===== config.mk =====
export PLATFORM = sky130hd
export DESIGN_NAME = batch_job_schedule_fcfs_sjf_flat
export DESIGN_NICKNAME = d
export VERILOG_FILES = /design/src/bjs_pkg.sv /design/src/bjs_job_if.sv /design/src/bjs_res_if.sv /design/src/bjs_cfg_if.sv /design/src/batch_job_schedule_fcfs_sjf.sv /design/src/flat_wrapper.sv
export VERILOG_INCLUDE_DIRS = /design/src /design/src/src
export SDC_FILE = /design/constraint.sdc
export NUM_CORES = 2
export LEC_CHECK = 0
export BUFFER_PORTS_ARGS = -buffer_cell sky130_fd_sc_hd__buf_2
export CAP_MARGIN = 20
export CORE_UTILIZATION = 40
export CTS_CLUSTER_DIAMETER = 100
export CTS_CLUSTER_SIZE = 30
export DETAILED_ROUTE_END_ITERATION = 16
export HOLD_SLACK_MARGIN = 0.12
export MAX_ROUTING_LAYER = met4
export SLEW_MARGIN = 20
export SYNTH_ARGS = -nofsm -noshare
export SYNTH_HDL_FRONTEND = slang
export SYNTH_SLANG_ARGS = --single-unit

===== constraint.sdc =====
create_clock -name clk_i -period 6.95 [get_ports clk_i]
set_input_delay 0.3475 -clock clk_i [delete_from_list [all_inputs] [get_ports clk_i]]
set_output_delay 0.3475 -clock clk_i [all_outputs]
set_load 0.02 [all_outputs]

===== src/batch_job_schedule_fcfs_sjf_assert.svh =====
// Assertion macros for the batch job scheduler
`ifndef BATCH_JOB_SCHEDULE_FCFS_SJF_ASSERT_SVH
`define BATCH_JOB_SCHEDULE_FCFS_SJF_ASSERT_SVH
`ifndef NO_ASSERTIONS
`define BJS_ASSERT_IMPL(lbl, clk, rstn, prop) \
  lbl: assert property (@(posedge clk) disable iff (!rstn) prop) else $error("assertion failed");
`define BJS_ASSERT_STABLE(lbl, clk, rstn, cond, sig) \
  lbl: assert property (@(posedge clk) disable iff (!rstn) cond |=> $stable(sig)) else $error("signal not stable");
`else
`define BJS_ASSERT_IMPL(lbl, clk, rstn, prop)
`define BJS_ASSERT_STABLE(lbl, clk, rstn, cond, sig)
`endif
`endif


===== src/bjs_pkg.sv =====
// Package: types and constants for the batch job scheduler
package bjs_pkg;
  localparam int unsigned MaxJobsDef = 64;
  localparam int unsigned TimeW = 23;
  localparam int unsigned WtW = 24;
  localparam logic [WtW-1:0] WtMax = '1;

  typedef struct packed {
    logic [7:0]  job_tag;
    logic [15:0] arrive_time;
    logic [15:0] serve_time;
    logic        last_job;
  } job_t;

  typedef struct packed {
    logic [7:0]       out_tag;
    logic [TimeW-1:0] finish_time;
    logic [TimeW-1:0] turnaround;
    logic [WtW-1:0]   weighted_turnaround;
    logic             batch_last;
  } res_t;
endpackage


===== src/bjs_job_if.sv =====
// Interface: job input channel
interface bjs_job_if import bjs_pkg::*; ();
  logic valid;
  logic ready;
  job_t data;
  modport source (output valid, output data, input ready);
  modport sink (input valid, input data, output ready);
endinterface


===== src/bjs_res_if.sv =====
// Interface: result channel
interface bjs_res_if import bjs_pkg::*; ();
  logic valid;
  logic ready;
  res_t data;
  modport source (output valid, output data, input ready);
  modport sink (input valid, input data, output ready);
endinterface


===== src/bjs_cfg_if.sv =====
// Interface: policy configuration write channel
interface bjs_cfg_if ();
  logic valid;
  logic ready;
  logic policy_mode;
  modport source (output valid, output policy_mode, input ready);
  modport sink (input valid, input policy_mode, output ready);
endinterface


===== src/batch_job_schedule_fcfs_sjf.sv =====
// Batch job scheduler, FCFS and SJF, non-preemptive.
// Channels: job_in (sink) takes one job per transaction; the job with
// last_job set closes the batch. res_out (source) gives one result per
// job in completion order, batch_last on the final one. cfg (sink)
// writes policy_mode; the value in force at the last job is used.
// Loading stores each accepted job in the job memory. After the last
// job, each result takes one scan of the job memory (one entry per
// cycle), a fetch of the picked job, a restoring divide for the
// weighted turnaround and a registered output state.
// The memory port sets the scan rate. Jobs beyond MAX_JOBS are dropped.
// Reset clears the batch and policy; the memories need no clearing.
// A stalled receiver holds the result register; the scan for the next
// job does not begin until the result is taken.
module batch_job_schedule_fcfs_sjf import bjs_pkg::*; #(
  parameter int unsigned MAX_JOBS = MaxJobsDef
) (
  input logic clk_i,
  input logic rst_ni,
  bjs_job_if.sink job_in,
  bjs_res_if.source res_out,
  bjs_cfg_if.sink cfg
);
`include "batch_job_schedule_fcfs_sjf_assert.svh"
  localparam int unsigned IW = (MAX_JOBS > 1) ? $clog2(MAX_JOBS) : 1;
  localparam int unsigned CW = $clog2(MAX_JOBS + 1);

  localparam logic [2:0] S_LOAD = 3'd0;
  localparam logic [2:0] S_SCAN = 3'd1;
  localparam logic [2:0] S_PICK = 3'd2;
  localparam logic [2:0] S_DIV  = 3'd3;
  localparam logic [2:0] S_OUT  = 3'd4;

  logic [7:0]  tag_mem [MAX_JOBS];
  logic [15:0] arr_mem [MAX_JOBS];
  logic [15:0] srv_mem [MAX_JOBS];

  logic [2:0] state_q;
  logic [MAX_JOBS-1:0] pend_q;
  logic [CW-1:0] cnt_q, done_q, scan_q;
  logic [TimeW-1:0] clk_q;
  logic pol_q, bpol_q;
  logic rd_v_q;
  logic [IW-1:0] rd_idx_q;
  logic [7:0] rd_tag_q;
  logic [15:0] rd_arr_q, rd_srv_q;
  logic e_v_q, s_v_q;
  logic [IW-1:0] e_idx_q, s_idx_q;
  logic [15:0] e_arr_q, s_srv_q;
  logic [7:0] pk_tag_q;
  logic [15:0] pk_arr_q, pk_srv_q;
  logic [IW-1:0] pk_idx_q;
  logic [5:0] div_cnt_q;
  logic [31:0] num_q;
  logic [16:0] rem_q;
  logic [31:0] quo_q;
  res_t res_q;
  logic res_v_q;

  logic load_fire;
  logic [IW-1:0] scan_idx;
  logic arrived;
  logic [TimeW-1:0] start, fin;
  logic [16:0] rem_sh;
  logic [TimeW-1:0] turn;

  assign job_in.ready = (state_q == S_LOAD);
  assign cfg.ready = 1'b1;
  assign load_fire = job_in.valid && job_in.ready;
  assign scan_idx = scan_q[IW-1:0];
  assign arrived = ({7'd0, rd_arr_q} <= clk_q);
  assign start = (clk_q > {7'd0, pk_arr_q}) ? clk_q : {7'd0, pk_arr_q};
  assign fin = start + {7'd0, pk_srv_q};
  assign turn = fin - {7'd0, pk_arr_q};
  assign rem_sh = {rem_q[15:0], num_q[31]};
  assign res_out.valid = res_v_q;
  assign res_out.data = res_q;

  always_ff @(posedge clk_i) begin
    if (load_fire && (cnt_q < CW'(MAX_JOBS))) begin
      tag_mem[cnt_q[IW-1:0]] <= job_in.data.job_tag;
      arr_mem[cnt_q[IW-1:0]] <= job_in.data.arrive_time;
      srv_mem[cnt_q[IW-1:0]] <= job_in.data.serve_time;
    end
    rd_tag_q <= tag_mem[scan_idx];
    rd_arr_q <= arr_mem[scan_idx];
    rd_srv_q <= srv_mem[scan_idx];
    rd_idx_q <= scan_idx;
  end

  always_ff @(posedge clk_i or negedge rst_ni) begin
    if (!rst_ni) begin
      state_q <= S_LOAD;
      pend_q <= '0;
      cnt_q <= '0;
      done_q <= '0;
      scan_q <= '0;
      clk_q <= '0;
      pol_q <= 1'b0;
      bpol_q <= 1'b0;
      rd_v_q <= 1'b0;
      e_v_q <= 1'b0;
      s_v_q <= 1'b0;
      res_v_q <= 1'b0;
      div_cnt_q <= '0;
    end else begin
      if (cfg.valid) pol_q <= cfg.policy_mode;
      if (res_v_q && res_out.ready) res_v_q <= 1'b0;
      unique case (state_q)
        S_LOAD: begin
          if (load_fire) begin
            if (cnt_q < CW'(MAX_JOBS)) begin
              cnt_q <= cnt_q + 1'b1;
              pend_q[cnt_q[IW-1:0]] <= 1'b1;
            end
            if (job_in.data.last_job) begin
              bpol_q <= pol_q;
              clk_q <= '0;
              done_q <= '0;
              scan_q <= '0;
              rd_v_q <= 1'b0;
              e_v_q <= 1'b0;
              s_v_q <= 1'b0;
              state_q <= S_SCAN;
            end
          end
        end
        S_SCAN: begin
          if (!res_v_q) begin
            if (done_q == cnt_q) begin
              pend_q <= '0;
              cnt_q <= '0;
              done_q <= '0;
              clk_q <= '0;
              state_q <= S_LOAD;
            end else begin
              rd_v_q <= (scan_q < cnt_q);
              if (scan_q < cnt_q) scan_q <= scan_q + 1'b1;
              if (rd_v_q && pend_q[rd_idx_q]) begin
                if (!e_v_q || rd_arr_q < e_arr_q) begin
                  e_v_q <= 1'b1; e_idx_q <= rd_idx_q; e_arr_q <= rd_arr_q;
                end
                if (arrived && (!s_v_q || rd_srv_q < s_srv_q)) begin
                  s_v_q <= 1'b1; s_idx_q <= rd_idx_q; s_srv_q <= rd_srv_q;
                end
              end
              if (!rd_v_q && scan_q == cnt_q && scan_q != '0) begin
                pk_idx_q <= (bpol_q && s_v_q) ? s_idx_q : e_idx_q;
                scan_q <= {1'b0, ((bpol_q && s_v_q) ? s_idx_q : e_idx_q)};
                state_q <= S_PICK;
              end
            end
          end
        end
        S_PICK: begin
          pk_tag_q <= rd_tag_q;
          pk_arr_q <= rd_arr_q;
          pk_srv_q <= rd_srv_q;
          if (rd_idx_q == pk_idx_q && rd_v_q == 1'b0 && scan_q == {1'b0, pk_idx_q}) begin
            rd_v_q <= 1'b1;
          end else if (rd_v_q) begin
            rd_v_q <= 1'b0;
            state_q <= S_DIV;
            div_cnt_q <= '0;
            rem_q <= '0;
            quo_q <= '0;
          end
        end
        S_DIV: begin
          if (div_cnt_q == 6'd0) begin
            num_q <= {1'b0, turn, 8'd0};
            div_cnt_q <= 6'd1;
          end else if (div_cnt_q <= 6'd32) begin
            if (rem_sh >= {1'b0, pk_srv_q}) begin
              rem_q <= rem_sh - {1'b0, pk_srv_q};
              quo_q <= {quo_q[30:0], 1'b1};
            end else begin
              rem_q <= rem_sh;
              quo_q <= {quo_q[30:0], 1'b0};
            end
            num_q <= {num_q[30:0], 1'b0};
            div_cnt_q <= div_cnt_q + 1'b1;
          end else begin
            state_q <= S_OUT;
          end
        end
        S_OUT: begin
          res_q.out_tag <= pk_tag_q;
          res_q.finish_time <= fin;
          res_q.turnaround <= turn;
          res_q.weighted_turnaround <= (pk_srv_q == '0 || quo_q[31:WtW] != '0) ?
                                       WtMax : quo_q[WtW-1:0];
          res_q.batch_last <= (done_q + 1'b1 == cnt_q);
          res_v_q <= 1'b1;
          clk_q <= fin;
          pend_q[pk_idx_q] <= 1'b0;
          done_q <= done_q + 1'b1;
          scan_q <= '0;
          rd_v_q <= 1'b0;
          e_v_q <= 1'b0;
          s_v_q <= 1'b0;
          state_q <= S_SCAN;
        end
        default: state_q <= S_LOAD;
      endcase
    end
  end

  `BJS_ASSERT_STABLE(a_res_hold, clk_i, rst_ni, res_v_q && !res_out.ready, res_q)
  `BJS_ASSERT_IMPL(a_cnt_range, clk_i, rst_ni, cnt_q <= CW'(MAX_JOBS))
  `BJS_ASSERT_IMPL(a_done_range, clk_i, rst_ni, done_q <= cnt_q)
  `BJS_ASSERT_IMPL(a_no_load_busy, clk_i, rst_ni, state_q != S_LOAD |-> !job_in.ready)
endmodule

===== src/flat_wrapper.sv =====
// flat-port wrapper written by rule: the top's interface ports become plain ports
module batch_job_schedule_fcfs_sjf_flat import bjs_pkg::*;
#(
  parameter int unsigned MAX_JOBS = MaxJobsDef
)
  (clk_i, rst_ni, job_in_valid, job_in_data, job_in_ready, res_out_valid, res_out_data, res_out_ready, cfg_valid, cfg_policy_mode, cfg_ready);
  bjs_job_if job_in_i ();
  bjs_res_if res_out_i ();
  bjs_cfg_if cfg_i ();
  input logic clk_i;
  input logic rst_ni;
  input wire logic [$bits(job_in_i.valid)-1:0] job_in_valid;
  input wire logic [$bits(job_in_i.data)-1:0] job_in_data;
  output wire logic [$bits(job_in_i.ready)-1:0] job_in_ready;
  output wire logic [$bits(res_out_i.valid)-1:0] res_out_valid;
  output wire logic [$bits(res_out_i.data)-1:0] res_out_data;
  input wire logic [$bits(res_out_i.ready)-1:0] res_out_ready;
  input wire logic [$bits(cfg_i.valid)-1:0] cfg_valid;
  input wire logic [$bits(cfg_i.policy_mode)-1:0] cfg_policy_mode;
  output wire logic [$bits(cfg_i.ready)-1:0] cfg_ready;
  assign job_in_i.valid = job_in_valid;
  assign job_in_i.data = job_in_data;
  assign job_in_ready = job_in_i.ready;
  assign res_out_valid = res_out_i.valid;
  assign res_out_data = res_out_i.data;
  assign res_out_i.ready = res_out_ready;
  assign cfg_i.valid = cfg_valid;
  assign cfg_i.policy_mode = cfg_policy_mode;
  assign cfg_ready = cfg_i.ready;
  batch_job_schedule_fcfs_sjf #(.MAX_JOBS(MAX_JOBS)) u_core (.clk_i(clk_i), .rst_ni(rst_ni), .job_in(job_in_i), .res_out(res_out_i), .cfg(cfg_i));
endmodule

==> results by stage <==
Drt:
- After the first detailed-routing iteration, the DRC count stood at ~6,700.
- The average detailed-routed wire length per instance is 32.02 um.
- The mean number of vias per cell is 5.880.
- The routed layout has approximately 57,000 vias.
- The number of remaining DRC errors is 0.
- The final layout contains routed wiring with a total length of a little over 300 mm.
- The number of nets still failing antenna checks after routing is 0.
- The first-pass detailed-route iteration total is 8.

Logic synthesis:
- Summed over all instances, the cell type with the most area after synthesis is edfxtp_1.
- After synthesis, the netlist uses 83 different library cells.
- The synthesized design devotes to its leading area cell type between 70 and 80% of total area.
- The per-instance average area after synthesis is about 22 um2.
- Counting flops and latches in the post-synthesis netlist gives 2,970.
- Synthesis produced a netlist with a net count of 5,608.
- Sequential cells were found to cover between 70 and 80% of the synthesized design area.
- Yosys printed 0 warnings.
- The primary flip-flop cell chosen by synthesis mapping is edfxtp_1.
- By area the synthesized netlist is led by edfxtp_1 72%, mux4_2 17%, dfrtp_1 2.6%.
- The async set-or-reset flop fraction in the synthesized netlist is around 4.1%.
- Synthesis handed over a netlist of 5,435 instances.
- The synthesized cell area is approximately 120,000 um2.
- The synthesized design contains 2,801 enable-type register cells.

Setup path:
- The reg-to-reg critical path endpoint is u_core.num_q[30].
- In this run the worst setup path terminates at u_core.num_q[30].
- Data on the critical path is required at its endpoint by roughly 7600 ps.
- Along the worst path, the maximum fanout reaches 9.
- In this run the worst setup path begins at u_core.pk_arr_q[1].
- On the worst path, the slowest cell contributes a delay of roughly 560 ps.
- The reg-to-reg setup timing slack is around 570 ps.
- The data arrival time of the worst path is between 7000 and 8000 ps.
- Among the stages of the critical path, the cell type that occurs most often is ha_1.
- The start of the worst register-to-register path is u_core.pk_arr_q[1].
- STA classifies the critical path endpoint as a flip-flop.
- The critical path is of the reg2reg type.
- For the worst flop-to-flop path, the logic depth is 28.
- The worst setup path is launched from a flip-flop.
- The number of cells on the critical path is 28.
- The number of buffers and inverters on the critical path is 2.
- The cell family with the largest share of critical-path delay is compound AO/OA/AOI/OAI gates.
- The critical-path cell with the highest stage delay is or4_1.

STA:
- On the final layout, the worst clock skew is around 56 ps.
- The final count of negative-setup-slack endpoints is 0.
- The final count of hold timing violations came to 0.
- The max-slew violation count is 0.
- Measured against its own limit, the worst slew margin works out to between 10% and 20%.
- The total negative slack is 0 ps.
- The smallest clock period supported by the final layout is computed as about 6400 ps.
- Setup repair after global routing left no endpoint under its margin.
- The tightest hold path in the finished design has a slack of 220.5 ps.
- The maximum frequency from static timing analysis is 156.7 MHz.
- The final period utilization is between 90% and 100%.
- For the pin with the worst max-slew slack, the measured transition is between 1000 and 1500 ps.

GRT:
- The via count of the first global-routing pass is 55,770.
- For this run, the total global-route usage over all layers was measured as between 20% and 30%.
- The overall overflow remaining after global route is 0.
- The wire length of the first global-routing pass is 433.5 mm.
- The initial antenna violation count is 38.
- The maximum number of pins on one net before global-route repair is about 140.

Final layout:
- In the layout the commonest cells are 2,801 x edfxtp_1, 861 x mux4_2, 149 x a21oi_1.
- In the final layout, the share of cells above drive strength 1 is 25.00%.
- The area of the multi-input gates is approximately 28,000 um2.
- Once layout is done, the placed cells without fillers occupy roughly 130,000 um2.
- Relative to the synthesized area, the layout overhead comes to 9.149%.
- Cells fill approximately 44% of the core in the end.
- The post-layout net count is 5,749.
- The most common cell after layout, fill and taps aside is edfxtp_1.
- The count of filler cells inserted in the layout is about 25,000.
- Summing all flip-flop and latch instances after layout gives roughly 88,000 um2.

Job:
- Across the run, the number of max-cap violations was 0.

Floorplan:
- For this design the top-level I/O count stands at between 100 and 150.
- The total area inside the core boundary comes to 291,100 um2.
- The floorplan die width is 543.2 um.
- After floorplanning, the core was divided into ~200 placement rows.
- The vertical die dimension is between 500 and 600 um.
- The floorplan step defined a die boundary enclosing 295,100 um2.
- The effective utilization at floorplan is 40.25%.

Clocking:
- The H-tree generated during clock tree synthesis spans 3 levels.
- The maximum count of clock buffers along a single path is 3.
- At the later pin of the worst-skew pair, clock insertion delay measures ~840 ps.
- The clock drives between 2,000 and 3,000 sinks.
- After clock tree synthesis, the clock-pin slew on the worst setup and hold paths is 110 ps.
- The number of setup buffers added after CTS is 0.
- The clock tree root buffer cell is clkbuf_16.
- The CTS tree is done.
- The clock buffer count from CTS is ~120.

Place:
- Summing all placed instances gives a cell area of about 120,000 um2.
- Detailed placement finished with a half-perimeter wire length of between 150 and 200 mm.
- The count of buffers added on input and output ports is between 100 and 150.
- The placer congestion estimate is approximately 0.85.

Hold path:
- The worst hold path class is in2reg.

Pwr:
- The power density of the placed cells is roughly 320 nW/um2.
- VDD sags by at most 381.0 uV.
- The leakage power summed over all cells is around 0.040 uW.

Status:
- The run finished with clean final reports.
## cells by family (layout without fill, tap and decap cells)
group,count (synthesis),count (layout),share of synthesized area [%]
AO/OA/AOI/OAI,479,479,2.695
XOR/XNOR,59,59,0.4410
adder cells (fa/ha/maj),126,126,1.365
buffers and inverters,385,627,1.260
flip-flops,2970,2970,75.20
multiplexers,892,892,16.83
other,1,34,0.003200
AND/OR/NAND/NOR,523,523,2.209
## routing by layer
layer	GRT usage (%)	share of wire [%]	routed length (um)
met5	-	0	0
met4	5.210	2.3	7186
met3	3.231	7.3	22400
met2	34.19	49	151600
met1	28.86	41	126600
## worst min path at each step
| stage | endpoint | start | cells past startpoint | slack (ps) |
|---|---|---|---|---|
| final | u_core.srv_mem[24][4] | job_in_data[5] | 1 | 220 |
| after global routing | u_core.srv_mem[57][9] | job_in_data[10] | 1 | 250 |
| after CTS | u_core.srv_mem[27][4] | job_in_data[5] | 1 | 170 |
| after detailed placement | u_core.scan_q[6] | rst_ni | 1 | 200 |
| after global placement | u_core.scan_q[6] | rst_ni | 1 | 200 |
| after floorplan | u_core.bpol_q | rst_ni | 0 | 50 |
## Yosys cell counts, drive strengths merged, types with 15 or more instances
cell type and count:
a211oi 19, a21o 32, a21oi 150, a22o 19, and2 36, and3 16, buf 83, clkbuf 187
dfrtp 123, dfxtp 46, edfxtp 2801, ha 123, inv 114, mux2i 17, mux4 861, nand2 117
nand3 58, nand4 23, nor2 131, nor3 37, o21a 26, o21ai 108, o22a 49, o31ai 15
or2 29, xnor2 42, xor2 17
## repair_timing
| action | 4_1_cts | 5_1_grt |
|---|---|---|
| setup endpoints to repair | 0 | 3 |
| endpoints found under the hold margin | 59 | 779 |
| resized for setup | 0 | 2 |
| hold buffers | 8 | 15 |
## power breakdown
| group | leakage, uW | switching, uW | total (uW) | internal [uW] |
|---|---|---|---|---|
| logic | 0.0107 | 5740 | 11400 | 5670 |
| clock network | 0.00180 | 5520 | 9020 | 3500 |
| registers | 0.0272 | 565 | 20500 | 19900 |
## final cells by class
| cell class | count | share of cell area (%) |
|---|---|---|
| clock buffers | 193 | 2.586 |
| multi-input cells | 2080 | 21.99 |
| clock inverters | 28 | 0.3796 |
| diodes | 33 | 0.06457 |
| flip-flops and latches | 2970 | 68.91 |
| repair buffers | 291 | 1.914 |
| inverters | 115 | 0.3375 |
| well taps | 3900 | 3.815 |
## through the flow
stage	worst slack [ps]	total power (uW)	std cells
final	567.2	40890	9610
after global routing	25.35	42330	9609
after CTS	393.9	41230	9558
after detailed placement	433.9	32390	9329
after global placement	398.4	32340	9324
after floorplan	1125	28680	5435
## sequential cells by signal, indices dropped and copies added (netlist names), 23 cells and up
signal,count
u_core.arr_mem,1024
u_core.clk_q,23
u_core.num_q,24
u_core.pend_q,64
u_core.quo_q,32
u_core.res_out.data,79
u_core.srv_mem,1024
u_core.tag_mem,512
Note: power is estimated with default switching activity, not from simulation.
